## src/hw/rtl/alid_pkg.sv

```systemverilog
// Package for the ordered byte list: depth, field widths, opcodes and the
// packed command and result item types. No dependencies.

package alid_pkg;

    localparam int DEPTH = 16;
    localparam int IDX_W = $clog2(DEPTH);
    localparam int LEN_W = $clog2(DEPTH + 1);

    typedef enum logic [1:0] {
        MODE_APPEND      = 2'd0,
        MODE_INSERT      = 2'd1,
        MODE_DELETE      = 2'd2,
        MODE_DELETE_LAST = 2'd3
    } mode_t;

    typedef struct packed {
        mode_t            mode;
        logic [IDX_W-1:0] position;
        logic [7:0]       value;
    } cmd_item_t;

    typedef struct packed {
        logic             ok;
        logic [LEN_W-1:0] length;
        logic [IDX_W-1:0] index;
        logic [7:0]       element;
        logic             element_valid;
        logic             last;
    } res_item_t;

endpackage

```

## src/hw/rtl/array_list_insert_delete.sv

```systemverilog
// Ordered byte list with append, insert, delete and delete-last operations.
// Steps: decode; shift (read, write per element moved); write of the new byte or
//   the cleared tail cell (a delete first checks its byte); read and load per result.
// Throughput: one item at a time; cmd_stall is high while busy.
// Reset: clears control, fill count and the result valid flag; list memory
//   contents are not cleared since only written entries are ever used.

module array_list_insert_delete (
    input  logic                clk,
    input  logic                rst_n,
    input  logic                cmd_valid,
    output logic                cmd_stall,
    input  alid_pkg::cmd_item_t cmd,
    output logic                res_valid,
    input  logic                res_stall,
    output alid_pkg::res_item_t res
);
    import alid_pkg::*;

    typedef enum logic [10:0] {
        S_IDLE      = 11'b000_0000_0001,
        S_DECIDE    = 11'b000_0000_0010,
        S_INS_RD    = 11'b000_0000_0100,
        S_INS_WR    = 11'b000_0000_1000,
        S_INS_PUT   = 11'b000_0001_0000,
        S_DEL_CHK   = 11'b000_0010_0000,
        S_DEL_RD    = 11'b000_0100_0000,
        S_DEL_WR    = 11'b000_1000_0000,
        S_DEL_CLR   = 11'b001_0000_0000,
        S_EMIT_RD   = 11'b010_0000_0000,
        S_EMIT_LOAD = 11'b100_0000_0000
    } state_t;

    // sequencer state
    state_t           state_reg, state_next;
    mode_t            mode_reg;
    logic [IDX_W-1:0] pos_reg;
    logic [7:0]       val_reg;
    logic [LEN_W-1:0] fill_reg, fill_next;
    logic [IDX_W-1:0] idx_reg, idx_next;
    logic             ok_reg, ok_next;
    logic             res_valid_reg, res_valid_next;
    res_item_t        res_reg, res_next;

    // list memory: one write port, one registered read port
    logic [7:0]       mem [DEPTH];
    logic             wr_en;
    logic [IDX_W-1:0] wr_addr;
    logic [7:0]       wr_data;
    logic             rd_en;
    logic [IDX_W-1:0] rd_addr;
    logic [7:0]       rd_data_reg;

    logic             cmd_take;
    logic             full;
    logic [LEN_W-1:0] pos_ext;
    logic [LEN_W-1:0] idx_ext;
    logic             emit_last;
    logic             res_free;

    assign cmd_stall = (state_reg != S_IDLE);
    assign cmd_take  = cmd_valid && !cmd_stall;
    assign res_valid = res_valid_reg;
    assign res       = res_reg;

    assign full      = (fill_reg == LEN_W'(DEPTH));
    assign pos_ext   = {1'b0, pos_reg};
    assign idx_ext   = {1'b0, idx_reg};
    assign emit_last = (fill_reg == '0) || (idx_ext + LEN_W'(1) == fill_reg);
    assign res_free  = !res_valid_reg || !res_stall;

    always_ff @(posedge clk)
    begin
        if (wr_en)
        begin
            mem[wr_addr] <= wr_data;
        end
        if (rd_en)
        begin
            rd_data_reg <= mem[rd_addr];
        end
    end

    always_comb
    begin
        state_next     = state_reg;
        fill_next      = fill_reg;
        idx_next       = idx_reg;
        ok_next        = ok_reg;
        res_valid_next = res_valid_reg && res_stall;
        res_next       = res_reg;
        wr_en          = 1'b0;
        wr_addr        = idx_reg;
        wr_data        = rd_data_reg;
        rd_en          = 1'b0;
        rd_addr        = idx_reg;

        case (state_reg)
            S_IDLE:
            begin
                if (cmd_take)
                begin
                    state_next = S_DECIDE;
                end
            end

            S_DECIDE:
            begin
                // default outcome: rejected, emit contents unchanged
                ok_next    = 1'b0;
                idx_next   = '0;
                state_next = S_EMIT_RD;
                case (mode_reg)
                    MODE_APPEND:
                    begin
                        if (!full)
                        begin
                            wr_en     = 1'b1;
                            wr_addr   = fill_reg[IDX_W-1:0];
                            wr_data   = val_reg;
                            fill_next = fill_reg + LEN_W'(1);
                            ok_next   = 1'b1;
                        end
                    end
                    MODE_INSERT:
                    begin
                        if (!full && pos_ext <= fill_reg)
                        begin
                            if (pos_ext == fill_reg)
                            begin
                                wr_en     = 1'b1;
                                wr_addr   = pos_reg;
                                wr_data   = val_reg;
                                fill_next = fill_reg + LEN_W'(1);
                                ok_next   = 1'b1;
                            end
                            else
                            begin
                                // shift right from the end down to position
                                idx_next   = fill_reg[IDX_W-1:0];
                                state_next = S_INS_RD;
                            end
                        end
                    end
                    MODE_DELETE:
                    begin
                        if (pos_ext < fill_reg)
                        begin
                            rd_en      = 1'b1;
                            rd_addr    = pos_reg;
                            idx_next   = pos_reg;
                            state_next = S_DEL_CHK;
                        end
                    end
                    MODE_DELETE_LAST:
                    begin
                        if (fill_reg != '0)
                        begin
                            state_next = S_DEL_CLR;
                        end
                    end
                    default:
                    begin
                        state_next = S_EMIT_RD;
                    end
                endcase
            end

            S_INS_RD:
            begin
                rd_en      = 1'b1;
                rd_addr    = idx_reg - IDX_W'(1);
                state_next = S_INS_WR;
            end

            S_INS_WR:
            begin
                wr_en    = 1'b1;
                wr_addr  = idx_reg;
                wr_data  = rd_data_reg;
                idx_next = idx_reg - IDX_W'(1);
                if (idx_reg - IDX_W'(1) == pos_reg)
                begin
                    state_next = S_INS_PUT;
                end
                else
                begin
                    state_next = S_INS_RD;
                end
            end

            S_INS_PUT:
            begin
                wr_en      = 1'b1;
                wr_addr    = pos_reg;
                wr_data    = val_reg;
                fill_next  = fill_reg + LEN_W'(1);
                ok_next    = 1'b1;
                idx_next   = '0;
                state_next = S_EMIT_RD;
            end

            S_DEL_CHK:
            begin
                // a zero byte at the position rejects the delete
                if (rd_data_reg == 8'd0)
                begin
                    ok_next    = 1'b0;
                    idx_next   = '0;
                    state_next = S_EMIT_RD;
                end
                else if (pos_ext + LEN_W'(1) < fill_reg)
                begin
                    state_next = S_DEL_RD;
                end
                else
                begin
                    state_next = S_DEL_CLR;
                end
            end

            S_DEL_RD:
            begin
                rd_en      = 1'b1;
                rd_addr    = idx_reg + IDX_W'(1);
                state_next = S_DEL_WR;
            end

            S_DEL_WR:
            begin
                wr_en    = 1'b1;
                wr_addr  = idx_reg;
                wr_data  = rd_data_reg;
                idx_next = idx_reg + IDX_W'(1);
                if (idx_ext + LEN_W'(2) < fill_reg)
                begin
                    state_next = S_DEL_RD;
                end
                else
                begin
                    state_next = S_DEL_CLR;
                end
            end

            S_DEL_CLR:
            begin
                // clear the vacated tail cell and shrink
                wr_en      = 1'b1;
                wr_addr    = IDX_W'(fill_reg - LEN_W'(1));
                wr_data    = 8'd0;
                fill_next  = fill_reg - LEN_W'(1);
                ok_next    = 1'b1;
                idx_next   = '0;
                state_next = S_EMIT_RD;
            end

            S_EMIT_RD:
            begin
                rd_en      = 1'b1;
                rd_addr    = idx_reg;
                state_next = S_EMIT_LOAD;
            end

            S_EMIT_LOAD:
            begin
                if (res_free)
                begin
                    res_valid_next         = 1'b1;
                    res_next.ok            = ok_reg;
                    res_next.length        = fill_reg;
                    res_next.index         = idx_reg;
                    res_next.element_valid = (fill_reg != '0);
                    res_next.element       = (fill_reg != '0) ? rd_data_reg : 8'd0;
                    res_next.last          = emit_last;
                    if (emit_last)
                    begin
                        state_next = S_IDLE;
                    end
                    else
                    begin
                        idx_next   = idx_reg + IDX_W'(1);
                        state_next = S_EMIT_RD;
                    end
                end
            end

            default:
            begin
                state_next = S_IDLE;
            end
        endcase
    end

    always_ff @(posedge clk or negedge rst_n)
    begin
        if (!rst_n)
        begin
            state_reg     <= S_IDLE;
            fill_reg      <= '0;
            idx_reg       <= '0;
            ok_reg        <= 1'b0;
            res_valid_reg <= 1'b0;
        end
        else
        begin
            state_reg     <= state_next;
            fill_reg      <= fill_next;
            idx_reg       <= idx_next;
            ok_reg        <= ok_next;
            res_valid_reg <= res_valid_next;
        end
    end

    // payload registers
    always_ff @(posedge clk)
    begin
        if (cmd_take)
        begin
            mode_reg <= cmd.mode;
            pos_reg  <= cmd.position;
            val_reg  <= cmd.value;
        end
        res_reg <= res_next;
    end

endmodule

```

## config.mk

```make
export PLATFORM = sky130hd
export DESIGN_NAME = array_list_insert_delete
export DESIGN_NICKNAME = d
export VERILOG_FILES = /design/src/hw/rtl/alid_pkg.sv /design/src/hw/rtl/array_list_insert_delete.sv
export SDC_FILE = /design/constraint.sdc
export NUM_CORES = 1
export LEC_CHECK = 0
export ABC_AREA = 1
export ABC_CLOCK_PERIOD_IN_PS = 3660
export BUFFER_PORTS_ARGS = -buffer_cell sky130_fd_sc_hd__buf_2
export CORE_MARGIN = 2
export CORE_UTILIZATION = 25
export CTS_CLUSTER_SIZE = 12
export DETAILED_ROUTE_END_ITERATION = 8
export PLACE_DENSITY = 0.45
export SLEW_MARGIN = 20
export SYNTH_ARGS = -nofsm -noshare
export SYNTH_HDL_FRONTEND = slang
export SYNTH_SLANG_ARGS = --single-unit
export TNS_END_PERCENT = 30
```

## constraint.sdc

```tcl
create_clock -name clk -period 3.66 [get_ports clk]
set_input_delay 0.732 -clock clk [delete_from_list [all_inputs] [get_ports clk]]
set_output_delay 0.732 -clock clk [all_outputs]
set_load 0.02 [all_outputs]
```

==> results.txt, run 1 <==
Number of diodes: 0
Number of global-route vias before repair: 6891
Status: finished, final reports clean
Die area: 40800 um^2
# DRC: 0
Top post-synthesis cells by area: edfxtp_1 (52%), nand3_1 (8.4%), nand2_1 (7.8%)
Synthesized area: 9800 um^2
Max Cap Viol: 0
Crit-path most repeated cell: nand2_1
Most frequent cells in the layout: nand2_1 (203), edfxtp_1 (170), nand3_1 (164), inv_1 (151), nor2_1 (50)
Port buffer count: 39
Internal: 0.00469 W
Lkg Pwr: 4.79 nW
Routed WL per cell: 17.2 um
Root buffer cell: clkbuf_16
Fraction of registers with async set/reset: 11.5%
Slowest Stage Delay on Critical Path: 0.60 ns
Post-cts resize count: 0
Post-Layout Cell Count: 1583
Fin area: 11400 um^2
Clk network pwr share: 25.7%
Worst path bufs/invs: 1
Via density: 4.40
Core ar.: 38600 um^2
Switching part of the total: 40.8%
Crit Path Class: reg -> reg
Final hold violation count: 0
Max reg flops: 128
Setup crit end: mem[9][4]$_DFFE_PP_
Initial antenna violation count: 0
Starting Density: 25.4%
WP depth: 10
R2R Setup Slk: 0.45 ns
Seq pwr share: 35.0%
Fillers: 4032
Most common cell after layout, fill and taps aside: nand2_1
Worst path required time: 3.72 ns
1st-iter DRT viols: 554
All-layer global routing usage: 13.6%
Area Growth Syn to Fin: 15.9%
Yosys reg bits: 192
Global-route wire length before repair: 41900 um
Slew margin rel.: 34.2%
CP arrival: 3.27 ns
Highest Clock Rate: 0.312 GHz
Placed cell count: 1551
Seq/Total Area, Yosys: 57.7%
Nets: 1097
ANT nets after route: 0
Grt total ovfl: 0
Synth Instances: 992
Logic pwr share: 39.3%
Critical R2R Launch: state_reg[0]$_DFFE_PN1P_
RSZ-0062 raised after global routing: false
Total wire length: 27200 um
Vias: 6967
Worst slack, placed: 0.417 ns
Setup crit start kind: register
Synth area leader: edfxtp_1
Rows: 72
Die width: 202 um
Hold WC Path Type: in -> async
Hold_buf cts: 0
Clock Skews: 0.0136 ns
Setup ws final: 0.453 ns
Unique cell type count in the Yosys netlist: 46
Final setup viols: 0
Final min period: 3.21 ns
I/O pin count: 40
Fraction of layout cells with a size suffix above 1: 15.1%
Cell Pwr Density: 697 nW/um^2
Setup TNS: 0 ns
Dpl hpwl: 18300 um
CTS tree: done
Worst-margin pin slew: 0.987 ns
Number of synthesized flops with an enable pin: 170
Register-to-Register Path Depth: 10
Sinks on Clock Net: 192
CTS buffer count: 17
Synth Flop Type: edfxtp_1
Die height: 202 um
Top-area cell type share of the netlist area: 52.1%
Largest net degree at the start of global routing: 65
Syn. warnings: 0
GP Congestion: 0.849
Worst VDD drop: 0.352 mV
CP top delay family: simple AND/OR/NAND/NOR gates
Crit path from: state_reg[0]$_DFFE_PN1P_
CP Capture Type: register
Drt pass-1 iters: 5
CP Cell Sequence: nor2_1, nand2_1, nor2_4, nand2_1, nand2_1, inv_1, nand2_2, o21ai_1, nand2_1, nor2_1
Post-Syn Nets: 1037
Clk buf depth: 2
DP Area: 10700 um^2
Clock-pin slew on the worst setup and hold paths: 0.08 ns
Crit share post-route: 87.6%
Psw: 0.00323 W
CP max stage cell: nor2_1
Final Max Slew Viols: 0
H-tree lvl count: 4
Syn Area/Cell: 9.88 um^2
FF-to-FF End: mem[9][4]$_DFFE_PP_
Worst-path fanout max: 14
Post-CTS Setup Bufs: 0
Insertion delay to the later sink of the worst-skew pair: 0.44 ns
## worst min-delay path by stage
stage / startpoint / endpoint / cells after the start
after floorplan: fill_reg[2]$_DFFE_PN0P_ / res[16]$_DFFE_PP_ / 0
after global placement: ok_reg$_DFFE_PN0P_ / res[19]$_DFFE_PP_ / 0
after detailed placement: ok_reg$_DFFE_PN0P_ / res[19]$_DFFE_PP_ / 0
after CTS: rst_n / state_reg[3]$_DFFE_PN0P_ / 1
after global routing: rst_n / state_reg[3]$_DFFE_PN0P_ / 1
final: rst_n / state_reg[3]$_DFFE_PN0P_ / 1
## per-stage QoR
stage / hold WS (ns) / total power [W] / util (%)
after floorplan: 0.420 / 0.00494 / -
after global placement: 0.445 / 0.00596 / 27.7
after detailed placement: 0.446 / 0.00595 / 27.7
after CTS: 0.300 / 0.00801 / 29.4
after global routing: 0.308 / 0.00843 / 29.4
final: 0.291 / 0.00792 / 29.4
## routing by layer
layer  global-route usage (%)  vias up  part of all wire [%]  wire (um)
met2                     21.2      181                    45      12400
met1                     18.9     3287                    47      12800
met4                     4.91        0                   2.8        750
met3                     2.53       41                   4.9       1330
met5                        0        -                     0          0
li1                         -     3458                     -          -
## area by class of cell
cell class	count	area (um^2)	area share (%)
inverters	159	597	5.25
well taps	518	648	5.71
flip-flops and latches	192	5660	49.8
clock buffers	17	425	3.75
clock inverters	15	215	1.89
multi-input cells	604	3290	29.0
repair buffers	78	526	4.63
## power groups by stage
stage	registers, W	logic [W]	clock network [W]
after CTS	0.00277	0.00315	0.00209
after floorplan	0.00276	0.00218	0
final	0.00277	0.00311	0.00203
after global placement	0.00282	0.00314	0
after global routing	0.00279	0.00348	0.00216
after detailed placement	0.00282	0.00313	0
## synthesized netlist by cell type, types with 2 or more instances
| library cell | instances |
|---|---|
| a21oi_1 | 14 |
| a21oi_2 | 2 |
| a31oi_1 | 2 |
| a32o_1 | 2 |
| buf_12 | 2 |
| buf_2 | 16 |
| buf_4 | 6 |
| buf_6 | 7 |
| clkbuf_1 | 6 |
| dfrtp_1 | 21 |
| edfxtp_1 | 170 |
| ha_1 | 27 |
| inv_1 | 151 |
| inv_2 | 7 |
| nand2_1 | 203 |
| nand2_2 | 7 |
| nand2_4 | 3 |
| nand3_1 | 164 |
| nand3_2 | 12 |
| nand3b_1 | 18 |
| nand4_1 | 6 |
| nor2_1 | 50 |
| nor2_2 | 6 |
| nor2_4 | 5 |
| nor3_1 | 8 |
| o211ai_1 | 6 |
| o21ai_0 | 22 |
| o21ai_1 | 4 |
| o221ai_1 | 3 |
| o22ai_1 | 12 |
| xnor2_1 | 3 |
| xor2_1 | 13 |
## kinds of logic after synthesis
group,Yosys count,share of synthesized area (%)
flops,192,57.7
compound gates,74,4.75
buf+inv,196,8.81
xor+xnor,16,1.43
simple gates,487,23.8
fa+ha+maj,27,3.45
(Power assumes the default switching activity.)
==> run 2: changes to the inputs <==
CELL_PAD_IN_SITES_DETAIL_PLACEMENT = 0   (was default)
CELL_PAD_IN_SITES_GLOBAL_PLACEMENT = 1   (was default)
PLACE_DENSITY = 0.52   (was 0.45)
==> run 2 against run 1 <==
Against the previous run: combinational power grew 3%; register-to-register slack got worse by 0.099 ns; utilization hardly changed; critical endpoint is now mem[9][5]$_DFFE_PP_; setup slack lost 0.099 ns; largest power group unchanged; first-iteration DRC count shrank 2.0%; sequential cell count stayed put; sequential power about the same.
==> results.txt, run 2 (synthesis gave the netlist of run 1 again) <==
Hold_buf cts: 0 (unchanged)
Grt total ovfl: 0 (unchanged)
FF/Latch Area: 5660 um^2 (unchanged)
Insertion delay to the later sink of the worst-skew pair: 0.44 ns (about the same)
Final min period: 3.31 ns (+0.0994 ns)
GP Congestion: 0.824 (-3.0%)
Worst-path fanout max: 14 (unchanged)
Total wire length: 29700 um (+9.0%)
Starting Density: 25.4% (unchanged)
Rows: 72 (unchanged)
Worst-margin pin slew: 0.822 ns (-0.165 ns)
Setup crit start kind: register
Final hold violation count: 0 (unchanged)
Routed WL per cell: 18.7 um (+8.5%)
Slew margin rel.: 45.0% (+11 points)
Core ar.: 38600 um^2 (unchanged)
Max Cap Viol: 0 (unchanged)
Via density: 4.49 (+1.9%)
Placed cell count: 1558 (+0.45%)
Port buffer count: 39 (unchanged)
Clk buf depth: 2 (unchanged)
Sinks on Clock Net: 192 (unchanged)
Die height: 202 um (unchanged)
Final Max Slew Viols: 0 (unchanged)
CP Capture Type: register
Clock Skews: 0.0128 ns (-0.000855 ns)
Max reg flops: 128 (unchanged)
Worst VDD drop: 0.327 mV (-6.9%)
Crit Path Class: reg -> reg
Setup TNS: 0 ns (unchanged)
Fillers: 4058 (+0.64%)
Nets: 1104 (+0.64%)
# DRC: 0 (unchanged)
Final setup viols: 0 (unchanged)
Hold WC Path Type: in -> async
ANT nets after route: 0 (unchanged)
RSZ-0062 raised after global routing: false
Drt pass-1 iters: 5 (unchanged)
CTS tree: done
Number of global-route vias before repair: 6990 (+1.4%)
Dpl hpwl: 20700 um (+13%)
Crit share post-route: 90.4% (+2.7 points)
Initial antenna violation count: 0 (unchanged)
Post-Layout Cell Count: 1590 (+0.44%)
Cell Pwr Density: 695 nW/um^2 (-0.39%)
Most frequent cells in the layout: nand2_1 (203), edfxtp_1 (170), nand3_1 (164), inv_1 (151), nor2_1 (50)
CTS buffer count: 17 (unchanged)
Pwr Total: 0.00790 W (-0.29%)
All-layer global routing usage: 14.9% (+1.3 points)
Min Hold Slack: 0.297 ns (+0.00632 ns)
Clock-pin slew on the worst setup and hold paths: 0.08 ns (about the same)
Die area: 40800 um^2 (unchanged)
Worst path required time: 3.72 ns (about the same)
Highest Clock Rate: 0.302 GHz (-3.0%)
Lkg Pwr: 4.79 nW (about the same)
Largest net degree at the start of global routing: 65 (unchanged)
Post-cts resize count: 0 (unchanged)
I/O pin count: 40 (unchanged)
H-tree lvl count: 4 (unchanged)
Global-route wire length before repair: 45300 um (+8.0%)
Status: finished, final reports clean
CP arrival: 3.37 ns (+0.10 ns)
Number of diodes: 0 (unchanged)
Multi-input logic area: 3290 um^2 (unchanged)
Die width: 202 um (unchanged)
Most common cell after layout, fill and taps aside: nand2_1
Root buffer cell: clkbuf_16
Vias: 7132 (+2.4%)
1st-iter DRT viols: 543 (-2.0%)
Area Growth Syn to Fin: 16.0% (about the same)
Post-CTS Setup Bufs: 0 (unchanged)
Fraction of layout cells with a size suffix above 1: 15.5% (+0.37 points)
-- run 2: cell count changes in the layout (fill, tap and decap cells not counted) --
cell / previous run / this run
buf_4: 36 / 43
bufinv_16: 3 / 2
clkbuf_1: 0 / 1
clkinv_1: 2 / 3
clkinv_4: 0 / 1
clkinv_8: 2 / 1
clkinvlp_4: 0 / 2
inv_6: 5 / 2
-- run 2: final cells by class --
type / count / share of cell area [%]
Multi-Input combinational cell: 604 / 28.9
Sequential cell: 192 / 49.8
Tap cell: 518 / 5.70
Inverter: 159 / 5.25
Clock inverter: 14 / 1.50
Timing Repair Buffer: 85 / 5.08
Clock buffer: 18 / 3.77
-- run 2: path summary, 6_finish.rpt --
kind,start,end,slack [ns],cells past startpoint
max in group asynchronous,rst_n,fill_reg[1]$_DFFE_PN0P_,2.95,1
min reg2reg,ok_reg$_DFFE_PN0P_,res[19]$_DFFE_PP_,0.46,0
max reg2reg,fill_reg[0]$_DFFE_PN0P_,mem[9][5]$_DFFE_PP_,0.35,8
min,rst_n,state_reg[3]$_DFFE_PN0P_,0.30,1
max,fill_reg[0]$_DFFE_PN0P_,mem[9][5]$_DFFE_PP_,0.35,8
min in group clk,ok_reg$_DFFE_PN0P_,res[19]$_DFFE_PP_,0.46,0
-- run 2: routing by layer --
| layer | wire, um | track usage, % | part of all wire [%] | vias to the layer above |
|---|---|---|---|---|
| met5 | 0 | 0 | 0 | - |
| met4 | 424 | 4.10 | 1.4 | 0 |
| met3 | 1180 | 2.29 | 4.0 | 23 |
| met2 | 13600 | 23.2 | 46 | 151 |
| met1 | 14500 | 21.5 | 49 | 3491 |
| li1 | - | - | - | 3467 |
-- run 2: per-stage QoR --
stage	worst slack, ns	util (%)	instance area (um^2)
floorplan	1.05	-	9800
global placement	0.399	27.9	10800
detailed placement	0.384	27.9	10800
CTS	0.374	29.4	11400
global route	0.148	29.4	11400
finish	0.353	29.4	11400
-- run 2: report_power, final --
part           internal, W  leakage (nW)  total [W]  switching [W]
clock network      0.00103         0.287    0.00193       0.000898
logic             0.000979          2.67    0.00319        0.00221
registers          0.00264          1.84    0.00278       0.000140
total              0.00465          4.79    0.00790        0.00325
-- run 2: critical path: stages, from the launching register on --
cell	delay [ns]
dfrtp_1	0.57
inv_1	0.24
ha_1	0.24
nand3_1	0.21
nand4_4	0.21
nand2_2	0.23
o21ai_1	0.29
nand2_1	0.24
nor2_1	0.70
